==> config.mk <==
export PLATFORM = sky130hd
export DESIGN_NAME = fft_ctrl
export DESIGN_NICKNAME = d
export VERILOG_FILES = /design/src/sv/fft_pkg.sv /design/src/sv/fft_ctrl.sv
export SDC_FILE = /design/constraint.sdc
export NUM_CORES = 1
export LEC_CHECK = 0
export ABC_CLOCK_PERIOD_IN_PS = 3300
export BUFFER_PORTS_ARGS = -buffer_cell sky130_fd_sc_hd__buf_2
export CELL_PAD_IN_SITES_DETAIL_PLACEMENT = 1
export CELL_PAD_IN_SITES_GLOBAL_PLACEMENT = 1
export CORE_UTILIZATION = 44
export CTS_CLUSTER_DIAMETER = 50
export CTS_CLUSTER_SIZE = 14
export DETAILED_ROUTE_END_ITERATION = 8
export PLACE_DENSITY = 0.85
export SKIP_LAST_GASP = 1
export SYNTH_ARGS = -nofsm -noshare
export SYNTH_HDL_FRONTEND = slang
export SYNTH_SLANG_ARGS = --single-unit
==> constraint.sdc <==
create_clock -name clk -period 3.3 [get_ports clk]
set_clock_uncertainty 0.1 [all_clocks]
set_input_delay 0 -clock clk [delete_from_list [all_inputs] [get_ports clk]]
set_output_delay 0 -clock clk [all_outputs]
set_load 0.01 [all_outputs]
==> src/sv/fft_pkg.sv <==
// ----------------------------------------------------------------------------
// FFT package
// Shared constants, types and twiddle table for the radix-2 FFT block.
// ----------------------------------------------------------------------------
package fft_pkg;

  localparam int LOG2_MAX_POINTS_DEF = 6;
  localparam int SAMPLE_WIDTH_DEF    = 16;
  localparam int ACC_W               = 22;
  localparam int TW_W                = 16;
  localparam int CFG_W               = 3;

  typedef enum logic [2:0] {
    ST_LOAD,
    ST_RD_A,
    ST_RD_B,
    ST_MUL,
    ST_WR,
    ST_EMIT
  } fft_state_t;

  // controller -> datapath commands
  typedef struct packed {
    logic load_wr;    // write sample into store
    logic rd_a;       // read a operand
    logic rd_b;       // read b operand
    logic mul;        // register products
    logic wr_a;       // write sum
    logic wr_b;       // write difference
    logic emit_rd;    // read bin for output
  } fft_cmd_t;

  // quarter-wave cosine, j = 0..16
  function automatic logic signed [16:0] qcos(input logic [4:0] j);
    case (j)
      5'd0:  qcos = 17'sd32768; 5'd1:  qcos = 17'sd32610;
      5'd2:  qcos = 17'sd32138; 5'd3:  qcos = 17'sd31357;
      5'd4:  qcos = 17'sd30274; 5'd5:  qcos = 17'sd28899;
      5'd6:  qcos = 17'sd27246; 5'd7:  qcos = 17'sd25330;
      5'd8:  qcos = 17'sd23170; 5'd9:  qcos = 17'sd20788;
      5'd10: qcos = 17'sd18205; 5'd11: qcos = 17'sd15447;
      5'd12: qcos = 17'sd12540; 5'd13: qcos = 17'sd9512;
      5'd14: qcos = 17'sd6393;  5'd15: qcos = 17'sd3212;
      default: qcos = 17'sd0;
    endcase
  endfunction

  function automatic logic signed [TW_W-1:0] sat16(input logic signed [16:0] v);
    if (v > 17'sd32767) sat16 = 16'sh7fff;
    else if (v < -17'sd32768) sat16 = 16'sh8000;
    else sat16 = v[TW_W-1:0];
  endfunction

  // twiddle k of 64-point table, k in 0..31
  function automatic logic [2*TW_W-1:0] twiddle(input logic [4:0] k);
    logic signed [16:0] c;
    logic signed [16:0] s;
    if (k <= 5'd16) begin
      c = qcos(k);
      s = qcos(5'd16 - k);
    end else begin
      c = -qcos(5'd0 - k);
      s = qcos(k - 5'd16);
    end
    twiddle = {sat16(c), sat16(-s)};
  endfunction

  function automatic logic signed [ACC_W-1:0] sat_acc(input logic signed [ACC_W+1:0] v);
    if (v > $signed({{3{1'b0}}, {(ACC_W-1){1'b1}}})) sat_acc = {1'b0, {(ACC_W-1){1'b1}}};
    else if (v < $signed({{3{1'b1}}, {(ACC_W-1){1'b0}}})) sat_acc = {1'b1, {(ACC_W-1){1'b0}}};
    else sat_acc = v[ACC_W-1:0];
  endfunction

endpackage

==> src/sv/fft_ctrl.sv <==
// ----------------------------------------------------------------------------
// FFT controller
// Sequences sample loading, butterfly stages and bin emission.
// ----------------------------------------------------------------------------
module fft_ctrl import fft_pkg::*; #(
  parameter int LOG2_MAX_POINTS = LOG2_MAX_POINTS_DEF
) (
  input  logic                       clk,
  input  logic                       rst,
  input  logic [CFG_W-1:0]           points_log2,
  input  logic                       cfg_wr,
  input  logic                       in_valid,
  output logic                       in_stall,
  input  logic                       out_stall,
  output logic                       out_valid,
  output logic                       out_last,
  output fft_cmd_t                   cmd,
  output logic [LOG2_MAX_POINTS-1:0] addr_a,
  output logic [LOG2_MAX_POINTS-1:0] addr_b,
  output logic [4:0]                 tw_idx
);

  localparam int LW = $clog2(LOG2_MAX_POINTS + 1);
  localparam int AW = LOG2_MAX_POINTS;

  fft_state_t           state, state_next;
  logic [AW:0]          fill_count;
  logic [LW-1:0]        stage;      // 1..l
  logic [AW-1:0]        bfly;       // butterfly counter within stage
  logic [AW:0]          emit_cnt;
  logic                 obuf_full;  // emitted bin waiting in datapath
  logic [LW-1:0]        eff_l;
  logic [AW:0]          npts;
  logic                 in_acc;
  logic                 out_acc;
  logic [AW-1:0]        half_mask;
  logic [AW-1:0]        kk;
  logic [AW-1:0]        base;
  logic [AW-1:0]        rev;
  logic                 emit_fire;

  // effective transform length
  always_comb begin
    if (points_log2 == '0) eff_l = LW'(1);
    else if (32'(points_log2) > LOG2_MAX_POINTS) eff_l = LW'(LOG2_MAX_POINTS);
    else eff_l = LW'(points_log2);
    npts = (AW+1)'(1) << eff_l;
  end

  // bit-reversed load address
  always_comb begin
    rev = '0;
    for (int i = 0; i < AW; i++) begin
      if (i < 32'(eff_l)) rev[32'(eff_l) - 1 - i] = fill_count[i];
    end
  end

  // butterfly addresses: k = low stage-1 bits, base = remaining bits shifted up
  always_comb begin
    half_mask = (AW'(1) << (stage - LW'(1))) - AW'(1);
    kk        = bfly & half_mask;
    base      = (bfly & ~half_mask) << 1;
    tw_idx    = 5'((32'(kk) << (6 - 32'(stage))) & 31);
  end

  assign in_acc    = in_valid && !in_stall;
  assign out_acc   = out_valid && !out_stall;
  assign in_stall  = (state != ST_LOAD);
  assign out_valid = obuf_full;
  assign emit_fire = (state == ST_EMIT) && (emit_cnt < npts) && (!obuf_full || out_acc);

  always_comb begin
    state_next = state;
    cmd        = '0;
    addr_a     = '0;
    addr_b     = '0;
    case (state)
      ST_LOAD: begin
        addr_a      = rev;
        cmd.load_wr = in_acc;
        if (in_acc && (fill_count + 1'b1 == npts)) state_next = ST_RD_A;
      end
      ST_RD_A: begin
        addr_a   = base | kk;
        cmd.rd_a = 1'b1;
        state_next = ST_RD_B;
      end
      ST_RD_B: begin
        addr_b   = (base | kk) | (AW'(1) << (stage - LW'(1)));
        cmd.rd_b = 1'b1;
        state_next = ST_MUL;
      end
      ST_MUL: begin
        cmd.mul = 1'b1;
        state_next = ST_WR;
      end
      ST_WR: begin
        addr_a   = base | kk;
        addr_b   = (base | kk) | (AW'(1) << (stage - LW'(1)));
        cmd.wr_a = 1'b1;
        cmd.wr_b = 1'b1;
        if ((AW+1)'(bfly) + 1'b1 == (npts >> 1)) begin
          if (stage == eff_l) state_next = ST_EMIT;
          else state_next = ST_RD_A;
        end else begin
          state_next = ST_RD_A;
        end
      end
      ST_EMIT: begin
        addr_a      = emit_cnt[AW-1:0];
        cmd.emit_rd = emit_fire;
        if (emit_cnt == npts && (!obuf_full || out_acc)) state_next = ST_LOAD;
      end
      default: state_next = ST_LOAD;
    endcase
  end

  // state register
  always_ff @(posedge clk) begin
    if (rst) state <= ST_LOAD;
    else state <= state_next;
  end

  // counters
  always_ff @(posedge clk) begin
    if (rst) begin
      fill_count <= '0;
      stage      <= LW'(1);
      bfly       <= '0;
      emit_cnt   <= '0;
      obuf_full  <= 1'b0;
      out_last   <= 1'b0;
    end else begin
      if (cfg_wr) fill_count <= '0;
      else if (cmd.load_wr) begin
        if (fill_count + 1'b1 == npts) fill_count <= '0;
        else fill_count <= fill_count + 1'b1;
      end
      if (state == ST_LOAD) begin
        stage    <= LW'(1);
        bfly     <= '0;
        emit_cnt <= '0;
      end
      if (state == ST_WR) begin
        if ((AW+1)'(bfly) + 1'b1 == (npts >> 1)) begin
          bfly  <= '0;
          stage <= stage + LW'(1);
        end else begin
          bfly <= bfly + 1'b1;
        end
      end
      if (emit_fire) begin
        emit_cnt  <= emit_cnt + 1'b1;
        obuf_full <= 1'b1;
        out_last  <= (emit_cnt + 1'b1 == npts);
      end else if (out_acc) begin
        obuf_full <= 1'b0;
      end
    end
  end

  // assertions
  a_no_in_outside_load: assert property (@(posedge clk) disable iff (rst)
    cmd.load_wr |-> state == ST_LOAD) else $error("load outside load state");
  a_emit_bound: assert property (@(posedge clk) disable iff (rst)
    emit_cnt <= npts) else $error("emit count overrun");
  a_last_ends: assert property (@(posedge clk) disable iff (rst)
    (out_acc && out_last) |-> emit_cnt == npts) else $error("last bin mismatch");
  a_fill_bound: assert property (@(posedge clk) disable iff (rst)
    fill_count < npts || state != ST_LOAD) else $error("fill count overrun");

endmodule

==> impl_metrics.csv <==
group,metric,value,unit
run_status,status,"complete, no violations",
layout,finalNonFillerCells,582,
synth,async_reset_ff_share,0,%
global_routing,grt_max_degree,24,
floorplan,core.rowCount,31,
clocking,clockBufferDepth,2,
detailed_routing,via_per_inst,6.18,
clocking,root_buffer,"clkbuf_8",
floorplan,initial_utilization,45.8,%
timing,max_freq,0.317,GHz
floorplan,dieArea,7940,sq um
timing,finalCritPeriodShare,95.6,%
hold_path,hp-class,"in2reg",
power_and_ir_drop,leakagePower,1.53,nW
placement,place_congestion,0.962,
setup_path,path_class,"in2out",
detailed_routing,route.detailed.wl_per_inst,18.6,um
timing,setup_viol,0,
layout,areaGrowthSynthToFinish,11.4,%
detailed_routing,vias,3595,
clocking,clkLatencyLatePin,0.28,ns
clocking,cts_sinks,28,
synth,ys.flop_type,"dfxtp_1",
flow_run,cap_violations,0,
clocking,htreeDepth,1,
detailed_routing,drc,0,
layout,finalInstanceArea,3720,sq um
timing,setup_tns,0,ns
layout,drive_above_1_share,15.1,%
global_routing,grt_pass1_wl,17800,um
timing,fin_hold_ws,0.0330,ns
synth,synth_edf_count,0,
timing,rsz0062_at_grt,"true",
clocking,postCtsSetupBuffers,0,
power_and_ir_drop,power_density,215,nW/um^2
timing,finalHoldViolations,0,
detailed_routing,firstDrtPassIters,4,
clocking,clk_pin_slew_worst_paths,0.11,ns
synth,syn_area,3340,sq um
layout,fin_util,51.0,%
floorplan,io_pins,35,
global_routing,globalRoute.totalOverflow,0,
floorplan,die_w,89.1,um
power_and_ir_drop,peakVddDrop,0.000178,V
synth,synth_seq_cells,28,
clocking,cts_buffers,3,
setup_path,crit_path_end_kind,"primary output",
placement,hpwlAfterDp,8460,um
detailed_routing,dr.first_iter.drc_count,190,
setup_path,arrival,3.05,ns
global_routing,grt_pass1_vias,3522,
synth,synth_area_per_cell,7.30,sq um
placement,port_buffers,34,
floorplan,die_h,89.1,um
synth,yosysWarnings,0,
clocking,cts_tree,"done",
layout,fin_nets,520,
timing,relSlewSlack,62.3,%
floorplan,core-area,7290,sq um
global_routing,antenna_found_initial,0,
global_routing,grt.total_usage,28.7,%
timing,drv_slew,0,
timing,worst_pin_slew,0.558,ns
setup_path,critPathLaunchType,"input port",
setup_path,crit_required,3.20,ns
layout,diodes,0,
synth,yosysSeqAreaShare,16.8,%
synth,synthCells,457,
detailed_routing,ant_nets,0,
setup_path,worstPathMaxFanout,11,
detailed_routing,wirelength,10800,um
placement,place_area,3620,sq um
placement,dpl.cell_count,577,
timing,period_minus_slack,3.15,ns
synth,synth_cell_types,70,
==> repair_timing <==
action	CTS	global route
hold buffers	1	0
setup endpoints to repair	0	8
resized for setup	0	7
endpoints found under the hold margin	7	0
==> area by class of cell <==
| class | count | area [sq um] |
|---|---|---|
| clock buffer | 4 | 55.1 |
| sequential | 28 | 561 |
| timing repair buffer | 50 | 293 |
| fill | 1008 | 3570 |
| multi-input combinational | 378 | 2600 |
| inverter | 23 | 86.3 |
| tap | 99 | 124 |
==> worst max-delay path: stages <==
cell and delay, ns:
buf_2 0.20, nor2b_1 0.30, nor2_1 0.13, a21o_1 0.26, ha_1 0.24, xnor2_1 0.22
nand2b_1 0.12, ha_1 0.25, nor4_4 0.42, a31oi_1 0.21, o31ai_1 0.31, a21o_1 0.12
o211a_1 0.16, buf_2 0.13
==> power by group <==
group,internal [mW],switching (mW)
combinational,0.0832,0.138
clock,0.107,0.122
sequential,0.340,0.00818
total,0.531,0.269
==> flip-flops by register name (all words and copies together), names as in the netlist <==
name / flops
bfly: 6
fill_count: 7
emit_cnt: 7
stage: 3
out_valid: 1
state: 3
out_last: 1
==> logic make-up after synthesis <==
group	share of synthesized area (%)
simple gates	28.3
fa+ha+maj	10.5
compound gates	25.8
mux	2.92
xor+xnor	9.11
other cells	0.112
buf+inv	6.56
flops	16.8
==> metal layers <==
metal  global-route usage (%)  vias to the layer above  share of wire (%)
li1                         -                     1704                  -
met2                     51.6                       89                 50
met1                     36.5                     1790                 44
met5                        0                        -                  0
met4                     7.79                        0                1.5
met3                     2.95                       12                3.7
==> metrics by stage <==
| step | total power, mW | worst slack [ns] |
|---|---|---|
| 6_report | 0.799 | 0.146 |
| 4_1_cts | 0.797 | 0.00651 |
| 3_5_place_dp | 0.570 | 0.0737 |
| 2_1_floorplan | 0.503 | 0.267 |
| 5_1_grt | 0.835 | -0.0345 |
| 3_3_place_gp | 0.560 | 0.292 |
==> placed cells by master, fill, tap and decap left out, types with 11 or more instances in the layout <==
cell | synthesis | routed
o22ai_1 | 11 | 11
nand2_1 | 48 | 48
nand3_1 | 16 | 16
xnor2_1 | 17 | 17
nor2_1 | 45 | 45
a21oi_1 | 34 | 33
buf_2 | 4 | 34
buf_4 | 3 | 15
dfxtp_1 | 28 | 28
nor3_1 | 12 | 12
ha_1 | 28 | 27
nor2b_1 | 12 | 12
inv_1 | 22 | 21
==> Yosys cell counts, drive strengths merged (6+ instances only) <==
master | number | area share (%)
inv | 23 | 2.6
nand4 | 7 | 1.3
nor3 | 12 | 1.8
a22oi | 7 | 1.6
nor4 | 9 | 1.9
and3 | 9 | 1.7
nor2b | 12 | 2.2
a31oi | 7 | 1.5
xnor2 | 17 | 4.5
o21ai | 12 | 1.8
buf | 11 | 1.9
and2 | 9 | 1.7
a21oi | 34 | 5.1
nor2 | 45 | 5.1
o22ai | 11 | 2.1
clkbuf | 18 | 2.0
dfxtp | 28 | 17
nand2 | 48 | 5.4
mux2 | 6 | 2.0
nand2b | 8 | 1.5
xor2 | 10 | 2.6
nand3 | 16 | 2.4
ha | 28 | 10
==> worst paths after layout <==
check	startpoint	endpoint	slack, ns	cells past startpoint
setup / recovery	points_log2[0]	addr_a[4]	0.15	14
hold / removal	rst	emit_cnt[0]	0.03	2
setup reg to reg	fill_count[0]	state[0]	0.57	7
hold reg to reg	out_last	out_last	0.38	2
(Power assumes the default switching activity.)
